$ cat config.mk
export PLATFORM = sky130hd
export DESIGN_NAME = morse_key_timing_decoder
export DESIGN_NICKNAME = d
export VERILOG_FILES = /design/src/mktd_pkg.sv /design/src/mktd_classify.sv /design/src/mktd_lookup.sv /design/src/morse_key_timing_decoder.sv
export VERILOG_INCLUDE_DIRS = /design/src /design/src/src
export SDC_FILE = /design/constraint.sdc
export NUM_CORES = 1
export LEC_CHECK = 0
export BUFFER_PORTS_ARGS = -buffer_cell sky130_fd_sc_hd__buf_4
export CAP_MARGIN = 20
export CORE_MARGIN = 2
export CORE_UTILIZATION = 61
export CTS_CLUSTER_SIZE = 28
export DETAILED_ROUTE_END_ITERATION = 10
export PLACE_DENSITY_LB_ADDON = 0.2
export SLEW_MARGIN = 20
export SYNTH_ARGS = -nofsm -noshare
export SYNTH_HDL_FRONTEND = slang
export SYNTH_SLANG_ARGS = --single-unit
export TNS_END_PERCENT = 1
$ cat constraint.sdc
create_clock -name clk -period 4.9 [get_ports clk]
set_clock_uncertainty 0.15 [all_clocks]
set_input_delay 0.735 -clock clk [delete_from_list [all_inputs] [get_ports clk]]
set_output_delay 0.735 -clock clk [all_outputs]
set_load 0.1 [all_outputs]
$ cat src/morse_key_timing_decoder_macros.svh
// Assertion macros for the Morse key timing decoder.
// Each macro expects clk and rst to be visible where it is used.
`ifndef MORSE_KEY_TIMING_DECODER_MACROS_SVH
`define MORSE_KEY_TIMING_DECODER_MACROS_SVH

`ifndef NO_ASSERTIONS

`define MKTD_ASSERT_ALWAYS(label, cond) \
  label: assert property (@(posedge clk) disable iff (rst) (cond)) \
    else $error("invariant violated");

`define MKTD_ASSERT_IMPLY(label, ante, cons) \
  label: assert property (@(posedge clk) disable iff (rst) (ante) |-> (cons)) \
    else $error("implication violated");

`define MKTD_ASSERT_NEXT(label, ante, cons) \
  label: assert property (@(posedge clk) disable iff (rst) (ante) |=> (cons)) \
    else $error("next-cycle implication violated");

`else

`define MKTD_ASSERT_ALWAYS(label, cond)
`define MKTD_ASSERT_IMPLY(label, ante, cons)
`define MKTD_ASSERT_NEXT(label, ante, cons)

`endif

`endif

$ cat src/mktd_pkg.sv
`default_nettype none

package mktd_pkg;

  localparam int TICK_W = 16;
  localparam int MAX_SYMBOLS = 5;
  localparam int OVERLONG = MAX_SYMBOLS + 1;
  localparam int COUNT_W = $clog2(OVERLONG + 1);
  localparam int NUM_CODES = 36;
  localparam int INDEX_W = 6;
  localparam int MARK_W = 2;
  localparam int CFG_IDX_W = 2;

  localparam logic [TICK_W-1:0] DOT_MIN_RESET = 16'd469;
  localparam logic [TICK_W-1:0] DASH_MIN_RESET = 16'd3125;
  localparam logic [TICK_W-1:0] DASH_MAX_RESET = 16'd6250;
  localparam logic [TICK_W-1:0] GAP_CLEAR_RESET = 16'd6250;

  localparam logic [CFG_IDX_W-1:0] REG_DOT_MIN = 2'd0;
  localparam logic [CFG_IDX_W-1:0] REG_DASH_MIN = 2'd1;
  localparam logic [CFG_IDX_W-1:0] REG_DASH_MAX = 2'd2;
  localparam logic [CFG_IDX_W-1:0] REG_GAP_CLEAR = 2'd3;

  localparam logic ACTION_EDGE = 1'b0;
  localparam logic ACTION_TICK = 1'b1;

  typedef enum logic [MARK_W-1:0] {
    MARK_NONE  = 2'd0,
    MARK_DOT   = 2'd1,
    MARK_DASH  = 2'd2,
    MARK_CLEAR = 2'd3
  } mark_t;

  typedef struct packed {
    logic dot;
    logic dash;
    logic long_gap;
  } edge_class_t;

  typedef struct packed {
    logic [COUNT_W-1:0]     len;
    logic [MAX_SYMBOLS-1:0] bits;
  } code_t;

  function automatic code_t mk_code(input int len, input int bits);
    code_t c;
    c.len = COUNT_W'(len);
    c.bits = MAX_SYMBOLS'(bits);
    return c;
  endfunction

  // Bit k of a code is symbol k, with a dash as 1.
  function automatic code_t code_entry(input logic [INDEX_W-1:0] k);
    code_t c;
    unique case (k)
      6'd0: c = mk_code(2, 2);
      6'd1: c = mk_code(4, 1);
      6'd2: c = mk_code(4, 5);
      6'd3: c = mk_code(3, 1);
      6'd4: c = mk_code(1, 0);
      6'd5: c = mk_code(4, 4);
      6'd6: c = mk_code(3, 3);
      6'd7: c = mk_code(4, 0);
      6'd8: c = mk_code(2, 0);
      6'd9: c = mk_code(4, 14);
      6'd10: c = mk_code(3, 5);
      6'd11: c = mk_code(4, 2);
      6'd12: c = mk_code(2, 3);
      6'd13: c = mk_code(2, 1);
      6'd14: c = mk_code(3, 7);
      6'd15: c = mk_code(4, 6);
      6'd16: c = mk_code(4, 11);
      6'd17: c = mk_code(3, 2);
      6'd18: c = mk_code(3, 0);
      6'd19: c = mk_code(1, 1);
      6'd20: c = mk_code(3, 4);
      6'd21: c = mk_code(4, 8);
      6'd22: c = mk_code(3, 6);
      6'd23: c = mk_code(4, 9);
      6'd24: c = mk_code(4, 13);
      6'd25: c = mk_code(4, 3);
      6'd26: c = mk_code(5, 30);
      6'd27: c = mk_code(5, 28);
      6'd28: c = mk_code(5, 24);
      6'd29: c = mk_code(5, 16);
      6'd30: c = mk_code(5, 0);
      6'd31: c = mk_code(5, 1);
      6'd32: c = mk_code(5, 3);
      6'd33: c = mk_code(5, 7);
      6'd34: c = mk_code(5, 15);
      6'd35: c = mk_code(5, 31);
      default: c = mk_code(0, 0);
    endcase
    return c;
  endfunction

endpackage

`default_nettype wire

$ cat src/mktd_classify.sv
`default_nettype none

module mktd_classify (
  input  wire logic [mktd_pkg::TICK_W-1:0] timestamp,
  input  wire logic [mktd_pkg::TICK_W-1:0] last_edge_time,
  input  wire logic [mktd_pkg::TICK_W-1:0] dot_min_ticks,
  input  wire logic [mktd_pkg::TICK_W-1:0] dash_min_ticks,
  input  wire logic [mktd_pkg::TICK_W-1:0] dash_max_ticks,
  input  wire logic [mktd_pkg::TICK_W-1:0] gap_clear_ticks,
  output mktd_pkg::edge_class_t            edge_class
);
  import mktd_pkg::*;

  logic [TICK_W-1:0] interval;

  // The timer wraps, so the difference is taken modulo its width.
  assign interval = timestamp - last_edge_time;

  always_comb begin
    edge_class.dot = (interval >= dot_min_ticks) && (interval < dash_min_ticks);
    edge_class.dash = (interval >= dash_min_ticks) && (interval < dash_max_ticks);
    edge_class.long_gap = interval > gap_clear_ticks;
  end

endmodule

`default_nettype wire

$ cat src/mktd_lookup.sv
`default_nettype none

module mktd_lookup (
  input  wire logic [mktd_pkg::MAX_SYMBOLS-1:0] symbol_bits,
  input  wire logic [mktd_pkg::COUNT_W-1:0]     symbol_count,
  output logic                                  hit,
  output logic [mktd_pkg::INDEX_W-1:0]          index
);
  import mktd_pkg::*;

  logic  in_range;
  code_t entry;

  assign in_range = (symbol_count >= COUNT_W'(1)) && (symbol_count <= COUNT_W'(MAX_SYMBOLS));

  // Scanned from the top down so that the lowest matching entry wins.
  always_comb begin
    hit = 1'b0;
    index = '0;
    entry = '0;
    for (int k = NUM_CODES - 1; k >= 0; k--) begin
      entry = code_entry(INDEX_W'(k));
      if (in_range && (entry.len == symbol_count) && (entry.bits == symbol_bits)) begin
        hit = 1'b1;
        index = INDEX_W'(k);
      end
    end
  end

endmodule

`default_nettype wire

$ cat src/morse_key_timing_decoder.sv
// Morse key timing decoder.
// Input channel (in_valid, in_stall): one beat per key edge (action 0, with
// the timer capture in timestamp) or per timeout tick (action 1). Output
// channel (out_valid, out_stall): exactly one result beat per input beat, in
// order, carrying mark, char_valid and char_index.
// Configuration: cfg_write with cfg_index and cfg_data writes one of the four
// threshold registers at the clock edge; write only while the block is idle.
// A beat that is accepted enters the input register, and its result is
// loaded into the output register when it advances. Throughput is one beat
// per cycle while the receiver does not stall; the whole decision is one
// subtraction, five compares and a 36-entry code match.
// When the receiver stalls, the result holds in the output register and the
// next beat waits in the input register; in_stall rises only when both are
// full and the output is stalled.
// Reset (rst, synchronous) empties both registers, loads the threshold reset
// values, clears the symbol buffer and the last edge time, and arms the next
// edge as a press start.
`default_nettype none
`include "morse_key_timing_decoder_macros.svh"

module morse_key_timing_decoder (
  input  wire logic                             clk,
  input  wire logic                             rst,
  input  wire logic                             cfg_write,
  input  wire logic [mktd_pkg::CFG_IDX_W-1:0]   cfg_index,
  input  wire logic [mktd_pkg::TICK_W-1:0]      cfg_data,
  input  wire logic                             in_valid,
  output logic                                  in_stall,
  input  wire logic                             action,
  input  wire logic [mktd_pkg::TICK_W-1:0]      timestamp,
  output logic                                  out_valid,
  input  wire logic                             out_stall,
  output logic [mktd_pkg::MARK_W-1:0]           mark,
  output logic                                  char_valid,
  output logic [mktd_pkg::INDEX_W-1:0]          char_index
);
  import mktd_pkg::*;

  logic [TICK_W-1:0] dot_min_ticks;
  logic [TICK_W-1:0] dash_min_ticks;
  logic [TICK_W-1:0] dash_max_ticks;
  logic [TICK_W-1:0] gap_clear_ticks;

  logic              in_full;
  logic              in_action;
  logic [TICK_W-1:0] in_timestamp;

  logic [TICK_W-1:0]      last_edge_time;
  logic                   press_phase;
  logic [MAX_SYMBOLS-1:0] symbol_bits;
  logic [COUNT_W-1:0]     symbol_count;

  logic [TICK_W-1:0]      last_edge_time_next;
  logic                   press_phase_next;
  logic [MAX_SYMBOLS-1:0] symbol_bits_next;
  logic [COUNT_W-1:0]     symbol_count_next;
  mark_t                  mark_next;
  logic                   char_valid_next;
  logic [INDEX_W-1:0]     char_index_next;

  logic                   advance;
  logic                   in_accept;
  edge_class_t            edge_class;
  logic                   hit;
  logic [INDEX_W-1:0]     hit_index;
  logic [MAX_SYMBOLS-1:0] append_bits;
  logic [COUNT_W-1:0]     append_count;

  assign advance = in_full && (!out_valid || !out_stall);
  assign in_stall = in_full && !advance;
  assign in_accept = in_valid && !in_stall;

  mktd_classify u_classify (
    .timestamp       (in_timestamp),
    .last_edge_time  (last_edge_time),
    .dot_min_ticks   (dot_min_ticks),
    .dash_min_ticks  (dash_min_ticks),
    .dash_max_ticks  (dash_max_ticks),
    .gap_clear_ticks (gap_clear_ticks),
    .edge_class      (edge_class)
  );

  mktd_lookup u_lookup (
    .symbol_bits  (symbol_bits),
    .symbol_count (symbol_count),
    .hit          (hit),
    .index        (hit_index)
  );

  // A full buffer goes overlong instead of taking another symbol.
  always_comb begin
    append_bits = symbol_bits;
    append_count = COUNT_W'(OVERLONG);
    if (symbol_count < COUNT_W'(MAX_SYMBOLS)) begin
      append_count = symbol_count + COUNT_W'(1);
      for (int i = 0; i < MAX_SYMBOLS; i++) begin
        if (symbol_count == COUNT_W'(i)) begin
          append_bits[i] = edge_class.dash;
        end
      end
    end
  end

  always_comb begin
    last_edge_time_next = last_edge_time;
    press_phase_next = press_phase;
    symbol_bits_next = symbol_bits;
    symbol_count_next = symbol_count;
    mark_next = MARK_NONE;
    char_valid_next = 1'b0;
    char_index_next = '0;
    if (in_action == ACTION_TICK) begin
      char_valid_next = hit;
      char_index_next = hit_index;
      symbol_bits_next = '0;
      symbol_count_next = '0;
    end else begin
      last_edge_time_next = in_timestamp;
      press_phase_next = !press_phase;
      if (press_phase) begin
        if (edge_class.dot || edge_class.dash) begin
          symbol_bits_next = append_bits;
          symbol_count_next = append_count;
          mark_next = edge_class.dash ? MARK_DASH : MARK_DOT;
        end
      end else if (edge_class.long_gap) begin
        symbol_bits_next = '0;
        symbol_count_next = '0;
        mark_next = MARK_CLEAR;
      end
    end
  end

  always_ff @(posedge clk) begin
    if (rst) begin
      dot_min_ticks <= DOT_MIN_RESET;
      dash_min_ticks <= DASH_MIN_RESET;
      dash_max_ticks <= DASH_MAX_RESET;
      gap_clear_ticks <= GAP_CLEAR_RESET;
    end else if (cfg_write) begin
      unique case (cfg_index)
        REG_DOT_MIN: dot_min_ticks <= cfg_data;
        REG_DASH_MIN: dash_min_ticks <= cfg_data;
        REG_DASH_MAX: dash_max_ticks <= cfg_data;
        REG_GAP_CLEAR: gap_clear_ticks <= cfg_data;
        default: ;
      endcase
    end
  end

  always_ff @(posedge clk) begin
    if (rst) begin
      in_full <= 1'b0;
    end else if (in_accept) begin
      in_full <= 1'b1;
    end else if (advance) begin
      in_full <= 1'b0;
    end
  end

  always_ff @(posedge clk) begin
    if (in_accept) begin
      in_action <= action;
      in_timestamp <= timestamp;
    end
  end

  always_ff @(posedge clk) begin
    if (rst) begin
      last_edge_time <= '0;
      press_phase <= 1'b0;
      symbol_bits <= '0;
      symbol_count <= '0;
    end else if (advance) begin
      last_edge_time <= last_edge_time_next;
      press_phase <= press_phase_next;
      symbol_bits <= symbol_bits_next;
      symbol_count <= symbol_count_next;
    end
  end

  always_ff @(posedge clk) begin
    if (rst) begin
      out_valid <= 1'b0;
    end else if (advance) begin
      out_valid <= 1'b1;
    end else if (!out_stall) begin
      out_valid <= 1'b0;
    end
  end

  always_ff @(posedge clk) begin
    if (advance) begin
      mark <= mark_next;
      char_valid <= char_valid_next;
      char_index <= char_index_next;
    end
  end

  `MKTD_ASSERT_ALWAYS(a_count_range, symbol_count <= COUNT_W'(OVERLONG))
  `MKTD_ASSERT_IMPLY(a_char_no_mark, out_valid && char_valid, mark == MARK_NONE)
  `MKTD_ASSERT_IMPLY(a_char_index_range, out_valid && char_valid, char_index < INDEX_W'(NUM_CODES))
  `MKTD_ASSERT_NEXT(a_tick_clears, advance && (in_action == ACTION_TICK), symbol_count == '0)

endmodule

`default_nettype wire
# Word level (Yosys, flattened, before mapping)
# Index checks and enable logic that the tools add are counted.
# classes
eq_ne	38
n_mux	94
addsub	2
bitwise	1
n_lt_le_gt_ge	8
n_reduce_logical	76
# ops
operator	n
$mux W5	21
$logic_and A1 B1 Y1	47
$mux W1	46
$reduce_or A33 Y1	1
$ge A16 B16 Y1	2
$lt A16 B16 Y1	2
$mux W4	8
$eq A4 B5 Y1 const A	6
$mux W3	9
$eq A5 B5 Y1 const A	5
$reduce_and A5 Y1	5
$mux W6	4
$ne A3 B2 Y1 const B	7
$eq A3 B5 Y1 const A	4
$reduce_or A17 Y1	1
$gt A16 B16 Y1	1
$sub A16 B16 Y16	1
$mux W2	6
$eq A2 B5 Y1 const A	2
$reduce_and A2 Y1	5
$reduce_or A9 Y1	1
$eq A2 B3 Y1 const A	2
$eq A3 B2 Y1 const B	2
$eq A3 B3 Y1 const A	2
other kinds (23)	29
# totals
elab_cells	243
register_bits	117
inputBits	40

# Logic depth before layout (Yosys ltp)
# depth
ltp_word	40
mapped_depth	20
mapped_depth_nobuf	19

# Hierarchy
# A second synthesis with hierarchy kept.
# hier_totals
hier_cells	921
area_unflattened_um2	7435.9
# modules_own_cells
mod	instances	seq_area_each_um2	cells_each	area_per_inst_um2
morse_key_timing_decoder	1	2602.5	463	4322.9
mktd_classify	1	0.0	349	2423.6
mktd_lookup	1	0.0	109	689.4

# Least setup slack after synthesis
# Ideal clock, no wire load.
# synth_timing
path_type	register to register
start	register in_timestamp[0]
end	register symbol_bits[2]
setup_ns	0.117
setup_slack_ns	0.492
stages_incl_launch_ff	21
arrival_time_ns	4.141
path_cell_list	edfxtp_1 -> inv_1 -> ha_1 -> inv_1 -> fa_1 -> a21o_1 -> a21oi_2 -> o21a_1 -> o31ai_1 -> o41a_1 -> or4b_1 -> nand3_1 -> ha_1 -> nand4_1 -> nor4_1 -> or2_2 -> o31ai_1 -> a31oi_1 -> buf_2 -> and2_1 -> a32o_1
# synth_via
elab_chain_cells	8
# synth_lines
item	line	rtl
from (decl)	morse_key_timing_decoder.sv:46	logic [TICK_W-1:0] in_timestamp;
from (signal assigned)	morse_key_timing_decoder.sv:164	in_timestamp <= timestamp;
$sub A16 B16 Y16 (*)	mktd_classify.sv:17	assign interval = timestamp - last_edge_time;
$ge A16 B16 Y1 / $lt A16 B16 Y1 (equally long branches)	mktd_classify.sv:21	edge_class.dash = (interval >= dash_min_ticks) && (interval < dash_max_ticks);
$logic_and A1 B1 Y1	mktd_classify.sv:21	
$mux W1	morse_key_timing_decoder.sv:97	if (symbol_count == COUNT_W'(i)) begin
$mux W5	morse_key_timing_decoder.sv:94	if (symbol_count < COUNT_W'(MAX_SYMBOLS)) begin
$mux W5	morse_key_timing_decoder.sv:121	if (edge_class.dot || edge_class.dash) begin
$mux W5	morse_key_timing_decoder.sv:120	if (press_phase) begin
$mux W5	morse_key_timing_decoder.sv:112	if (in_action == ACTION_TICK) begin
to (signal assigned)	morse_key_timing_decoder.sv:177	symbol_bits <= symbol_bits_next;
to (decl)	morse_key_timing_decoder.sv:50	logic [MAX_SYMBOLS-1:0] symbol_bits;
# Every way passes the cells marked *; elsewhere a longest branch is shown, timed or not. The select of a mux whose other input is x is not followed.
# A chain may end at the register's enable or synchronous reset.

# Worst setup path in the final report
# layout_timing
start	register in_timestamp[0]
end	register symbol_bits[3]
# Same word-level chain as after synthesis.

==> results.sh <==
export IMPL_cts_tree="built"
export IMPL_area_growth_pct=14.9
export IMPL_ios=51
export IMPL_die_x_um=114
export IMPL_cts_buffers_inserted=17
export IMPL_die_area_um2=12900
export IMPL_yosys_area_share_simple=0.215
export IMPL_initial_utilization=0.617
export IMPL_cts_root_buf="clkbuf_16"
export IMPL_final_nets=1070
export IMPL_antenna_left=0
export IMPL_gp_congestion=0.949
export IMPL_yosys_top_cells_count="nand2_1 (168), a21oi_1 (100), dfxtp_1 (91), inv_1 (88), ha_1 (83)"
export IMPL_synth_edff_count=26
export IMPL_ir_drop_uv=262
export IMPL_synth_top_cells_by_area="dfxtp_1 (25%), ha_1 (14%), edfxtp_1 (11%)"
export IMPL_p_per_area_nw_per_um2=339
export IMPL_fmax_ghz=0.212
export IMPL_placementRows=40
export IMPL_finalCritPeriodShare=0.962
export IMPL_path_max_fanout=12
export IMPL_post_drt_wl_per_cell_um=16.5
export IMPL_whs_ns=0.304
export IMPL_critPathRequiredTime_ns=5.06
export IMPL_crit_type="flip-flop to flip-flop"
export IMPL_syn_area_per_cell_um2=8.08
export IMPL_power_leakage_nw=3.43
export IMPL_cts_sinks=117
export IMPL_netlist_area_leader_share=0.249
export IMPL_slew_limit_headroom=0.397
export IMPL_hold_path_class="flip-flop to flip-flop"
export IMPL_synthArstFlopShare=0
export IMPL_ys_flop_type="dfxtp_1"
export IMPL_grt_first_pass_wirelength_um=30100
export IMPL_synth_xor_area_frac=0.0167
export IMPL_drtIter0Drc=637
export IMPL_start_kind="flip-flop"
export IMPL_synth_compound_area_frac=0.202
export IMPL_via_per_inst=5.94
export IMPL_drv_cap=0
export IMPL_hold_viol_final=0
export IMPL_wl_um=18200
export IMPL_portBuffers=50
export IMPL_ys_warn_count=0
export IMPL_arrival_ns=4.88
export IMPL_synth_adder_area_share=0.145
export IMPL_finalSetupViolations=0
export IMPL_h_tree_depth=4
export IMPL_syn_inst=906
export IMPL_first_pass_iters=5
export IMPL_gr_total_overflow=0
export IMPL_synth_mux_area_frac=0
export IMPL_clock_path_buffers=2
export IMPL_tightest_slew_ns=0.904
export IMPL_synthesis_area_um2=7320
export IMPL_grt_pass1_vias=6352
export IMPL_post_synth_top_area_cell="dfxtp_1"
export IMPL_grt_use_total=0.294
export IMPL_end_kind="flip-flop"
export IMPL_insertedDiodeCount=0
export IMPL_syn_nets=1030
export IMPL_dpl_cell_area_um2=7790
export IMPL_status="complete, no violations"
export IMPL_synth_most_common_cell="nand2_1"
export IMPL_die_h_um=114
export IMPL_synth_cell_types=70
export IMPL_hpwl_um=12800
export IMPL_nFillCells=947
export IMPL_ys_ff_latch=117
export IMPL_drive_above_1_share=0.120
export IMPL_vias=6567
export IMPL_stdcell_area_um2=8410
export IMPL_clkLatencyLatePin_ns=0.42
export IMPL_synth_top_family_by_area="simple AND/OR/NAND/NOR gates"
export IMPL_clk_pin_slew_ns=0.06
export IMPL_slew_viol_final=0
export IMPL_drc=0
export IMPL_grt_max_degree=87
export IMPL_antenna_found_initial=0
export IMPL_seq_area_frac_synth=0.355
export IMPL_core_um2=11900
export IMPL_min_period_ns=4.72
critical path, stage by stage (launching register included):
cell	delay, ns
edfxtp_1	0.38
inv_1	0.07
ha_1	0.18
inv_1	0.06
fa_1	0.41
a21o_1	0.21
a21oi_2	0.20
o21a_1	0.15
o31ai_1	0.10
o41a_1	0.37
or4b_1	0.55
nand3_2	0.13
ha_1	0.25
nand4_1	0.17
nor4_1	0.07
or2_2	0.29
o31ai_2	0.22
a31oi_1	0.07
buf_4	0.18
and2_1	0.17
a32o_1	0.22
layout by cell type (no fill, tap or decap), types with 6 or more instances in the layout:
| cell type | n |
|---|---|
| a211o_1 | 14 |
| a21o_1 | 13 |
| a21oi_1 | 100 |
| a31oi_1 | 7 |
| and3_1 | 8 |
| buf_4 | 59 |
| clkbuf_16 | 17 |
| dfxtp_1 | 91 |
| edfxtp_1 | 26 |
| ha_1 | 83 |
| inv_1 | 88 |
| nand2_1 | 168 |
| nand2b_1 | 6 |
| nand3_1 | 14 |
| nand3b_1 | 14 |
| nand4_1 | 12 |
| nor2_1 | 47 |
| nor2b_1 | 9 |
| nor3_1 | 17 |
| o211ai_1 | 7 |
| o21a_1 | 8 |
| o21ai_0 | 30 |
| o31ai_1 | 7 |
| or2_2 | 6 |
| xnor2_1 | 12 |
state kept, by name, summed over array words and instances (netlist names), 5 cells and up:
| register | flops |
|---|---|
| dash_max_ticks | 16 |
| dash_min_ticks | 16 |
| dot_min_ticks | 16 |
| gap_clear_ticks | 16 |
| in_timestamp | 16 |
| last_edge_time | 16 |
| char_index | 6 |
| symbol_bits | 5 |
power by group:
part | total, mW | leakage [nW] | switching, mW | internal (mW)
logic | 0.579 | 2.16 | 0.350 | 0.229
registers | 1.05 | 0.995 | 0.0214 | 1.03
clock network | 1.22 | 0.275 | 0.474 | 0.748
total | 2.85 | 3.43 | 0.845 | 2.00
per-stage QoR:
stage	cells	total power, mW	setup WS [ns]	utilization	setup TNS, ns
floorplan	906	1.46	0.492	-	0
global placement	1073	1.61	0.301	0.657	0
detailed placement	1073	1.62	0.181	0.657	0
CTS	1105	2.84	0.119	0.706	0
global route	1106	2.97	-0.0194	0.709	-0.0475
finish	1106	2.85	0.185	0.709	0
logic make-up after synthesis:
group | Yosys count
buffers and inverters | 127
and+or+nand+nor | 332
xor gates and xnor gates | 14
AOI/OAI and AO/OA | 232
DFF | 117
adders and majority gates | 84
layer usage:
metal  vias to the layer above  track usage  part of all wire
met3                        43       0.0606             0.069
met4                         0        0.131             0.029
met2                       236        0.486              0.48
met5                         -            0                 0
met1                      3031        0.373              0.42
li1                       3257            -                 -
path summary, 6_finish.rpt:
check / slack, ns / to / startpoint / depth (start not counted)
setup / recovery: 0.18 / symbol_bits[3] / in_timestamp[0] / 20
setup reg to reg: 0.18 / symbol_bits[3] / in_timestamp[0] / 20
hold / removal: 0.30 / dash_max_ticks[2] / dash_max_ticks[2] / 2
hold reg to reg: 0.30 / dash_max_ticks[2] / dash_max_ticks[2] / 2
layout make-up:
cell class                      instances  area, µm²  share of cell area
Multi-Input combinational cell        662       4260               0.507
Sequential cell                       117       2600               0.309
Timing Repair Buffer                   59        443              0.0527
Clock buffer                           17        425              0.0506
Inverter                               89        334              0.0397
Tap cell                              147        184              0.0219
Clock inverter                         15        158              0.0187
what timing repair did:
action,4_1_cts,5_1_grt
setup endpoints to repair,0,9
setup buffers,0,1
hold endpoints to repair,0,0
resized for setup,0,5
hold buffers,0,0
Note: power is estimated with default switching activity, not from simulation.
